`config.mk`:
```
export PLATFORM = sky130hd
export DESIGN_NAME = interrupt_timing_statistics
export DESIGN_NICKNAME = d
export VERILOG_FILES = /design/src/rtl/its_pkg.sv /design/src/rtl/interrupt_timing_statistics.sv /design/src/rtl/its_div.sv
export SDC_FILE = /design/constraint.sdc
export NUM_CORES = 2
export LEC_CHECK = 0
export BUFFER_PORTS_ARGS = -buffer_cell sky130_fd_sc_hd__buf_2
export CORE_AREA = 4 4 340 426
export DETAILED_ROUTE_END_ITERATION = 8
export DIE_AREA = 0 0 344 430
export RECOVER_POWER = 100
export SYNTH_ARGS = -nofsm -noshare
export SYNTH_HDL_FRONTEND = slang
export SYNTH_SLANG_ARGS = --single-unit
```
`constraint.sdc`:
```
create_clock -name i_clk -period 7.5 [get_ports i_clk]
set_input_delay 0.75 -clock i_clk [delete_from_list [all_inputs] [get_ports i_clk]]
set_output_delay 0.75 -clock i_clk [all_outputs]
set_load 0.02 [all_outputs]
```
`src/rtl/its_pkg.sv`:
```
// Shared types and constants for the interrupt timing statistics block.
`timescale 1ns / 1ps
package its_pkg;
    localparam int TickLimit = 10;
    localparam int CntW = $clog2(TickLimit + 1);

    typedef enum logic [1:0] {
        OP_CLEAR  = 2'd0,
        OP_SAMPLE = 2'd1,
        OP_FINISH = 2'd2,
        OP_NONE   = 2'd3
    } t_opcode;

    localparam logic [1:0] CFG_CORE   = 2'd0;
    localparam logic [1:0] CFG_TIMER  = 2'd1;
    localparam logic [1:0] CFG_BUDGET = 2'd2;

    localparam logic [3:0] Q_DCYC = 4'd0;
    localparam logic [3:0] Q_DNS  = 4'd1;
    // summary quantities, in the order they are sent
    localparam logic [3:0] Q_SAMPLES    = 4'd2;
    localparam logic [3:0] Q_OVERRUNS   = 4'd3;
    localparam logic [3:0] Q_TIMEOUTS   = 4'd4;
    localparam logic [3:0] Q_COMPLETE   = 4'd5;
    localparam logic [3:0] Q_MEAN_NS    = 4'd6;
    localparam logic [3:0] Q_MIN_NS     = 4'd7;
    localparam logic [3:0] Q_MAX_NS     = 4'd8;
    localparam logic [3:0] Q_JITTER_NS  = 4'd9;
    localparam logic [3:0] Q_MEAN_WIN   = 4'd10;
    localparam logic [3:0] Q_MEAN_EN    = 4'd11;
    localparam logic [3:0] Q_MEAN_DIS   = 4'd12;
    localparam logic [3:0] Q_MEAN_HND   = 4'd13;
    localparam logic [3:0] Q_MEAN_LAT   = 4'd14;
    localparam logic [3:0] Q_FIRST_SUMMARY = Q_SAMPLES;
    localparam logic [3:0] Q_LAST_SUMMARY  = Q_MEAN_LAT;

    typedef struct packed {
        logic        start;
        logic [31:0] dividend;
        logic [31:0] divisor;
    } t_div_req;

    typedef struct packed {
        logic        done;
        logic [31:0] quotient;
    } t_div_rsp;
endpackage

```
`src/rtl/interrupt_timing_statistics.sv`:
```
// Top level of the interrupt timing statistics block: sequencer and accumulators.
`timescale 1ns / 1ps
// Usage:
//   Configuration: i_cfg_valid/o_cfg_ready with index i_cfg_index and data
//   i_cfg_data; written only while idle. Index 0 core MHz, 1 timer MHz,
//   2 poll budget.
//   Input: one beat per command (clear, sample, finish) on i_valid/o_stall.
//   Output: result beats on o_valid/i_stall with o_last on the final beat.
//   Sequence: a clear is applied as it is accepted. A divider pass is a start
//   state and then a wait for the 32-step restoring divider. A later sample
//   runs an interval ns pass, two output beats, a latency ns pass and an
//   update state. The first sample has no interval and runs only the latency
//   ns pass and the update. A finish takes six divider passes and then 13
//   output beats. The one divider paces everything; no new input is taken
//   until the last result beat of the current command has been taken.
//   Reset: all accumulators cleared, min interval all ones, registers to
//   core 0, timer 0, budget 64.
//   Stall: a stalled result holds on the outputs, and the sequencer waits.
module interrupt_timing_statistics (
    input  logic        i_clk,
    input  logic        i_rst_n,
    input  logic        i_cfg_valid,
    output logic        o_cfg_ready,
    input  logic [1:0]  i_cfg_index,
    input  logic [31:0] i_cfg_data,
    input  logic        i_valid,
    output logic        o_stall,
    input  logic [1:0]  i_opcode,
    input  logic [31:0] i_entry_stamp,
    input  logic [15:0] i_latency_count,
    input  logic [31:0] i_trace_on_stamp,
    input  logic [31:0] i_window_end_stamp,
    input  logic [31:0] i_trace_off_stamp,
    input  logic [7:0]  i_enable_polls,
    input  logic [7:0]  i_disable_polls,
    input  logic        i_overrun_seen,
    output logic        o_valid,
    input  logic        i_stall,
    output logic [3:0]  o_quantity_code,
    output logic [3:0]  o_tick_index,
    output logic [31:0] o_value,
    output logic        o_last
);
    import its_pkg::*;

    typedef enum logic [3:0] {
        S_IDLE, S_DIV_NS, S_WAIT_NS, S_OUT_D, S_OUT_NS, S_DIV_LAT, S_WAIT_LAT,
        S_UPDATE, S_FIN_DIV, S_FIN_WAIT, S_FIN_OUT
    } t_state;

    t_state r_state;
    logic [9:0]  r_core, r_timer;
    logic [7:0]  r_budget;
    logic [CntW-1:0] r_n;
    logic [31:0] r_prev, r_ovr, r_tmo, r_min, r_max, r_isum;
    logic [31:0] r_wsum, r_esum, r_dsum, r_hsum, r_lsum;
    // captured sample
    logic [31:0] r_t0, r_t1, r_t2, r_t3, r_d, r_ns;
    logic [15:0] r_cnt;
    logic [7:0]  r_pon, r_poff;
    logic        r_ovf;
    // finish bookkeeping
    logic [2:0]  r_fdiv;
    logic [31:0] r_mean [6];
    logic [3:0]  r_fidx;
    logic        r_oval;
    logic [3:0]  r_oq, r_oti;
    logic [31:0] r_ov;
    logic        r_ol;

    t_div_req w_req;
    t_div_rsp w_rsp;

    its_div u_div (.i_clk(i_clk), .i_rst_n(i_rst_n), .i_req(w_req), .o_rsp(w_rsp));

    logic w_in_acc, w_out_free, w_means_on, w_load;
    logic [31:0] w_core1, w_timer1, w_k, w_nn;
    assign w_in_acc = i_valid && !o_stall;
    assign w_out_free = !r_oval || !i_stall;
    // a new result beat goes into the output register this cycle
    assign w_load = w_out_free &&
                    (r_state == S_OUT_D || r_state == S_OUT_NS || r_state == S_FIN_OUT);
    assign o_stall = (r_state != S_IDLE) || r_oval;
    assign o_cfg_ready = (r_state == S_IDLE) && !r_oval;
    assign w_core1 = (r_core == 10'd0) ? 32'd1 : {22'd0, r_core};
    assign w_timer1 = (r_timer == 10'd0) ? 32'd1 : {22'd0, r_timer};
    assign w_nn = 32'(r_n);
    assign w_k = w_nn - 32'd1;
    assign w_means_on = (r_core != 10'd0) && (r_n != '0);

    // divider request for each step
    always_comb begin
        w_req = '0;
        unique case (r_state)
            S_DIV_NS: begin
                w_req.start = 1'b1;
                w_req.dividend = r_d * 32'd1000;
                w_req.divisor = w_core1;
            end
            S_DIV_LAT: begin
                w_req.start = 1'b1;
                w_req.dividend = {16'd0, r_cnt} * 32'd1000;
                w_req.divisor = w_timer1;
            end
            S_FIN_DIV: begin
                w_req.start = 1'b1;
                w_req.divisor = (r_fdiv == 3'd0) ? ((w_k == 0) ? 32'd1 : w_k)
                              : ((w_nn == 0) ? 32'd1 : w_nn);
                case (r_fdiv)
                    3'd0: w_req.dividend = r_isum;
                    3'd1: w_req.dividend = r_wsum;
                    3'd2: w_req.dividend = r_esum;
                    3'd3: w_req.dividend = r_dsum;
                    3'd4: w_req.dividend = r_hsum;
                    default: w_req.dividend = r_lsum;
                endcase
            end
            default: w_req = '0;
        endcase
    end

    // summary value for a given quantity code
    function automatic logic [31:0] f_summary(input logic [3:0] q);
        logic [31:0] v;
        v = '0;
        case (q)
            Q_SAMPLES:   v = w_nn;
            Q_OVERRUNS:  v = r_ovr;
            Q_TIMEOUTS:  v = r_tmo;
            Q_COMPLETE:  v = (w_means_on && r_n == CntW'(TickLimit)) ? 32'd1 : 32'd0;
            Q_MEAN_NS:   v = (w_means_on && w_k != 0) ? r_mean[0] : 32'd0;
            Q_MIN_NS:    v = (w_means_on && w_k != 0) ? r_min : 32'd0;
            Q_MAX_NS:    v = (w_means_on && w_k != 0) ? r_max : 32'd0;
            Q_JITTER_NS: v = (w_means_on && w_k != 0) ? r_max - r_min : 32'd0;
            Q_MEAN_WIN:  v = w_means_on ? r_mean[1] : 32'd0;
            Q_MEAN_EN:   v = w_means_on ? r_mean[2] : 32'd0;
            Q_MEAN_DIS:  v = w_means_on ? r_mean[3] : 32'd0;
            Q_MEAN_HND:  v = w_means_on ? r_mean[4] : 32'd0;
            Q_MEAN_LAT:  v = w_means_on ? r_mean[5] : 32'd0;
            default: v = '0;
        endcase
        return v;
    endfunction

    // sequencer, accumulators and output register
    always_ff @(posedge i_clk) begin
        if (!i_rst_n) begin
            r_state <= S_IDLE;
            r_oval <= 1'b0;
            r_core <= '0; r_timer <= '0; r_budget <= 8'd64;
            r_n <= '0; r_prev <= '0; r_ovr <= '0; r_tmo <= '0;
            r_min <= '1; r_max <= '0; r_isum <= '0; r_wsum <= '0;
            r_esum <= '0; r_dsum <= '0; r_hsum <= '0; r_lsum <= '0;
            r_fdiv <= '0; r_fidx <= '0;
        end else begin
            if (r_oval && !i_stall && !w_load) r_oval <= 1'b0;
            if (i_cfg_valid && o_cfg_ready) begin
                unique case (i_cfg_index)
                    CFG_CORE:   r_core <= i_cfg_data[9:0];
                    CFG_TIMER:  r_timer <= i_cfg_data[9:0];
                    CFG_BUDGET: r_budget <= i_cfg_data[7:0];
                    default: ;
                endcase
            end
            unique case (r_state)
                S_IDLE: if (w_in_acc) begin
                    r_t0 <= i_entry_stamp; r_t1 <= i_trace_on_stamp;
                    r_t2 <= i_window_end_stamp; r_t3 <= i_trace_off_stamp;
                    r_cnt <= i_latency_count; r_pon <= i_enable_polls;
                    r_poff <= i_disable_polls; r_ovf <= i_overrun_seen;
                    r_d <= i_entry_stamp - r_prev;
                    unique case (t_opcode'(i_opcode))
                        OP_CLEAR: begin
                            r_n <= '0; r_prev <= '0; r_ovr <= '0; r_tmo <= '0;
                            r_min <= '1; r_max <= '0; r_isum <= '0; r_wsum <= '0;
                            r_esum <= '0; r_dsum <= '0; r_hsum <= '0; r_lsum <= '0;
                        end
                        OP_SAMPLE: if (r_n != CntW'(TickLimit))
                            r_state <= (r_n != '0) ? S_DIV_NS : S_DIV_LAT;
                        OP_FINISH: begin
                            r_fdiv <= '0;
                            r_state <= S_FIN_DIV;
                        end
                        default: ;
                    endcase
                end
                S_DIV_NS: r_state <= S_WAIT_NS;
                S_WAIT_NS: if (w_rsp.done) begin
                    r_ns <= w_rsp.quotient;
                    r_state <= S_OUT_D;
                end
                S_OUT_D: if (w_out_free) begin
                    r_oval <= 1'b1; r_oq <= Q_DCYC; r_oti <= 4'(r_n);
                    r_ov <= r_d; r_ol <= 1'b0;
                    r_state <= S_OUT_NS;
                end
                S_OUT_NS: if (w_out_free) begin
                    r_oval <= 1'b1; r_oq <= Q_DNS; r_oti <= 4'(r_n);
                    r_ov <= r_ns; r_ol <= 1'b1;
                    if (r_ns < r_min) r_min <= r_ns;
                    if (r_ns > r_max) r_max <= r_ns;
                    r_isum <= r_isum + r_ns;
                    r_state <= S_DIV_LAT;
                end
                S_DIV_LAT: r_state <= S_WAIT_LAT;
                S_WAIT_LAT: if (w_rsp.done) begin
                    r_lsum <= r_lsum + w_rsp.quotient;
                    r_state <= S_UPDATE;
                end
                S_UPDATE: begin
                    r_esum <= r_esum + (r_t1 - r_t0);
                    r_wsum <= r_wsum + (r_t2 - r_t1);
                    r_dsum <= r_dsum + (r_t3 - r_t2);
                    r_hsum <= r_hsum + (r_t3 - r_t0);
                    if (r_pon >= r_budget || r_poff >= r_budget) r_tmo <= r_tmo + 32'd1;
                    if (r_ovf) r_ovr <= r_ovr + 32'd1;
                    r_prev <= r_t0;
                    r_n <= r_n + CntW'(1);
                    r_state <= S_IDLE;
                end
                S_FIN_DIV: r_state <= S_FIN_WAIT;
                S_FIN_WAIT: if (w_rsp.done) begin
                    r_mean[r_fdiv] <= w_rsp.quotient;
                    if (r_fdiv == 3'd5) begin
                        r_fidx <= Q_FIRST_SUMMARY;
                        r_state <= S_FIN_OUT;
                    end else begin
                        r_fdiv <= r_fdiv + 3'd1;
                        r_state <= S_FIN_DIV;
                    end
                end
                S_FIN_OUT: if (w_out_free) begin
                    r_oval <= 1'b1; r_oq <= r_fidx; r_oti <= '0;
                    r_ov <= f_summary(r_fidx);
                    r_ol <= (r_fidx == Q_LAST_SUMMARY);
                    r_fidx <= r_fidx + 4'd1;
                    if (r_fidx == Q_LAST_SUMMARY) r_state <= S_IDLE;
                end
                default: r_state <= S_IDLE;
            endcase
        end
    end

    assign o_valid = r_oval;
    assign o_quantity_code = r_oq;
    assign o_tick_index = r_oti;
    assign o_value = r_ov;
    assign o_last = r_ol;
endmodule

```
`src/rtl/its_div.sv`:
```
// Shared restoring divider, one quotient bit per cycle.
`timescale 1ns / 1ps
module its_div (
    input  logic              i_clk,
    input  logic              i_rst_n,
    input  its_pkg::t_div_req i_req,
    output its_pkg::t_div_rsp o_rsp
);
    import its_pkg::*;

    logic [31:0] r_q, n_q;
    logic [31:0] r_rem, n_rem;
    logic [31:0] r_den, n_den;
    logic [5:0]  r_cnt, n_cnt;
    logic        r_busy, n_busy;
    logic        r_done, n_done;
    logic [32:0] w_trial;

    always_comb begin
        n_q = r_q; n_rem = r_rem; n_den = r_den; n_cnt = r_cnt;
        n_busy = r_busy; n_done = 1'b0;
        w_trial = {r_rem, r_q[31]} - {1'b0, r_den};
        if (i_req.start) begin
            n_q = i_req.dividend; n_rem = '0; n_den = i_req.divisor;
            n_cnt = 6'd32; n_busy = 1'b1;
        end else if (r_busy) begin
            // shift in the next dividend bit and try a subtract
            if (!w_trial[32]) begin
                n_rem = w_trial[31:0];
                n_q = {r_q[30:0], 1'b1};
            end else begin
                n_rem = {r_rem[30:0], r_q[31]};
                n_q = {r_q[30:0], 1'b0};
            end
            n_cnt = r_cnt - 6'd1;
            if (r_cnt == 6'd1) begin
                n_busy = 1'b0; n_done = 1'b1;
            end
        end
    end

    always_ff @(posedge i_clk) begin
        if (!i_rst_n) begin
            r_busy <= 1'b0; r_done <= 1'b0; r_cnt <= '0;
        end else begin
            r_busy <= n_busy; r_done <= n_done; r_cnt <= n_cnt;
        end
        r_q <= n_q; r_rem <= n_rem; r_den <= n_den;
    end

    assign o_rsp.done = r_done;
    assign o_rsp.quotient = r_q;
endmodule

```
==> key figures <==
Worst setup path
  • Worst flop-to-flop path startpoint: r_state[2]$_SDFFE_PN0P_
  • R2r setup slk: 0.81 ns
  • CP startpoint kind: flop
  • Worst reg2reg endpoint: r_min[3]$_SDFFE_PN1P_
  • Most frequent CP cell: clkbuf_1
  • Crit path from: r_state[2]$_SDFFE_PN0P_
  • CP Capture Type: flop
  • Worst setup path end: r_min[3]$_SDFFE_PN1P_
  • CP max stage delay: 1.48 ns
  • Critical-path cell list: nand2b_1 > nor3_1 > a21o_1 > a22oi_1 > o2111ai_1 > clkbuf_1 > nor2_2 > clkbuf_1 > nand3_1 > o22a_1
  • CP required: 8.15 ns
  • CP Class: flop to flop
  • Crit-path max FO: 32
  • Slowest-stage cell, CP: nand3_1
  • R2R depth: 10
  • Arrival @ worst endpoint: 7.35 ns

Timing
  • Tmin final: 6.69 ns
  • Slack of the critical path: 0.809 ns
  • # setup viols final: 0
  • Fin crit share: 0.892
  • RSZ-0062 raised after global routing: false
  • Hold Vio Cnt, Final: 0
  • Fin Setup TNS: 0 ns
  • Count of pins over their slew limit: 539
  • Skew final: 0.0670 ns
  • Fmax: 149 MHz
  • Worst slew pin tran: 3.33 ns
  • Slew HR: -1.24

Clock network
  • CTS tree: built
  • CTS Buf Count: 104
  • Setup Buffers After CTS: 0
  • Cts hold-fix bufs: 0
  • Clock sink count: 937
  • CTS clk-pin slew, worst paths: 0.06 ns
  • CTS root buffer: clkbuf_16
  • Worst-Skew Late Latency: 0.76 ns
  • Longest Clk Path Bufs: 3
  • H-tree levels: 3
  • Post-CTS resize count: 0

Finish
  • Largest reg by FF count: r_mean
  • Share of layout cells above drive strength 1: 0.0637
  • Max reg flops: 192
  • Nets: 7,624
  • Area growth from synthesis to layout: 10.4%
  • Filler cell count: 13,248

Synthesis
  • Synthesized area: 62,900 µm²
  • #FFs+latches synth: 937
  • Area share of the largest cell type after synthesis: 0.239
  • Cell count after synthesis: 6,510
  • Largest area contributor in the netlist: edfxtp_1
  • Top-count cell post-synth: inv_1
  • Register area share after synthesis: 0.378
  • Ys async rst share: 0
  • Yosys cell types: 94
  • Most used DFF post-synth: edfxtp_1
  • Mean Syn Cell Area: 9.67 µm²
  • Synth top cells by count: 887 x inv_1, 501 x edfxtp_1, 489 x ha_1
  • EDFF count, synth: 501
  • Synth warn: 0
  • Synth Net Count: 7,475
  • Top cells by area, synth: edfxtp_1 24%, dfxtp_1 14%, ha_1 9.7%

Routing
  • Vias per inst: 5.81
  • Drt total wl: 200,000 µm
  • Number of remaining DRC errors: 0
  • DRT antenna net count: 0
  • Wire per inst: 23.2 µm
  • Via total after detailed routing: 50,159
  • 1st-pass router iterations: 7
  • 1st-iter DRT viols: 4,680

Global routing
  • Initial antenna violation count: 6
  • Congestion Overflow GR: 0
  • Vias in the first global route: 49,726
  • GRT Resource Usage Total: 0.267
  • First-pass GRT wire length: 302,000 µm
  • Largest net degree at the start of global routing: 120

Power
  • Static Leak: 0.0286 µW
  • Switching share of power: 0.449
  • Pwr Density: 394 nW/µm²
  • Internal power: 15,100 µW
  • Comb pwr share: 0.545
  • Clock share of power: 0.199
  • Flop pwr share: 0.256
  • VDD IR-drop max: 0.478 mV
  • Switching power of the nets: 12,300 µW

Die
  • # IOs: 246
  • Die Wd: 344 µm
  • Core footprint: 141,000 µm²
  • Die H: 430 µm
  • Starting Density: 0.447
  • Cell row count: 154
  • Die area: 148,000 µm²

Worst hold path
  • Worst Hold Class: input port to flop
  • Hold depth: 1
  • Hold path start: i_window_end_stamp[25]

Place
  • Input/output buffers: 223
  • RD Place Congestion: 0.955
  • Hpwl dp: 154,000 µm
  • Place WS: 1.28 ns

Run status
  • Failing checks: max-capacitance violations, max-slew violations
  • Outcome: complete, but fails checks

Run
  • MaxCap Viol Count: 14
==> worst max-delay path: cells and delay by family, from the launching register on <==
kind / cells / cell delay [ns]
AOI/OAI and AO/OA: 4 / 1.11
buffers and inverters: 2 / 1.66
DFF: 1 / 0.68
and+or+nand+nor: 4 / 3.08
==> worst min-delay path by stage <==
stage | end | slack (ns)
3_3_place_gp | r_budget[7]$_SDFFE_PN0P_ | 0.45
5_1_grt | r_t3[26]$_DFFE_PP_ | 0.15
4_1_cts | r_t3[26]$_DFFE_PP_ | 0.12
6_report | r_t2[25]$_DFFE_PP_ | 0.18
3_5_place_dp | r_budget[5]$_SDFFE_PN0P_ | 0.46
2_1_floorplan | r_budget[1]$_SDFFE_PN0P_ | 0.44
==> cells by family (layout without fill, tap and decap cells) <==
logic type / count (synthesis) / in the layout / synth area share
other: 0 / 3 / 0
XOR/XNOR: 314 / 314 / 0.0437
multiplexers: 84 / 84 / 0.0134
adder cells (fa/ha/maj): 763 / 763 / 0.184
buffers and inverters: 1147 / 1388 / 0.0689
AND/OR/NAND/NOR: 1490 / 1490 / 0.119
flip-flops: 937 / 937 / 0.378
AO/OA/AOI/OAI: 1775 / 1775 / 0.193
==> cell type report <==
class	instances	area, µm²	area share
Tap cell	1872	2340	0.0337
Inverter	889	3340	0.0480
Timing Repair Buffer	301	1520	0.0219
Clock buffer	137	2880	0.0414
Sequential cell	937	23800	0.342
Clock inverter	61	752	0.0108
Antenna cell	3	7.51	0.000108
Multi-Input combinational cell	4426	34900	0.502
==> per-layer routing <==
metal | GRT usage | wire length [µm] | vias up | part of all wire
li1 | - | - | 23580 | -
met3 | 0.0321 | 13400 | 360 | 0.067
met2 | 0.442 | 93100 | 1794 | 0.47
met5 | 0 | 32 | - | 0.00016
met4 | 0.139 | 12000 | 4 | 0.060
met1 | 0.343 | 81400 | 24421 | 0.41
==> cell usage in the layout (no fill, tap or decap), drive strengths merged, types with 80 or more instances in the layout <==
cell and n:
a21boi 105, a21o 175, a21oi 372, a222oi 120, a22oi 125, and2 101, buf 195, clkbuf 242
dfxtp 436, edfxtp 501, fa 274, ha 489, inv 893, mux2i 80, nand2 416, nand3 193
nor2 264, nor2b 130, o21ai 320, xnor2 182, xor2 132
==> stage by stage <==
stage / std cells / util / total power [µW] / cell area (µm²) / hold slack [ns]
after floorplan: 6510 / - / 17400 / 62900 / 0.441
after global placement: 8425 / 0.471 / 21800 / 66200 / 0.453
after detailed placement: 8425 / 0.471 / 21900 / 66200 / 0.459
after CTS: 8623 / 0.496 / 27500 / 69800 / 0.120
after global routing: 8624 / 0.494 / 29400 / 69500 / 0.148
final: 8626 / 0.494 / 27400 / 69500 / 0.180
==> power groups by stage <==
stage	clock, µW	combinational, µW	sequential (µW)
CTS	5580	15000	6990
floorplan	0	10500	6810
finish	5460	14900	7020
global placement	0	14700	7080
detailed placement	0	14800	7100
global route	5780	16500	7080
No activity file was read; power rests on OpenSTA's default activity.
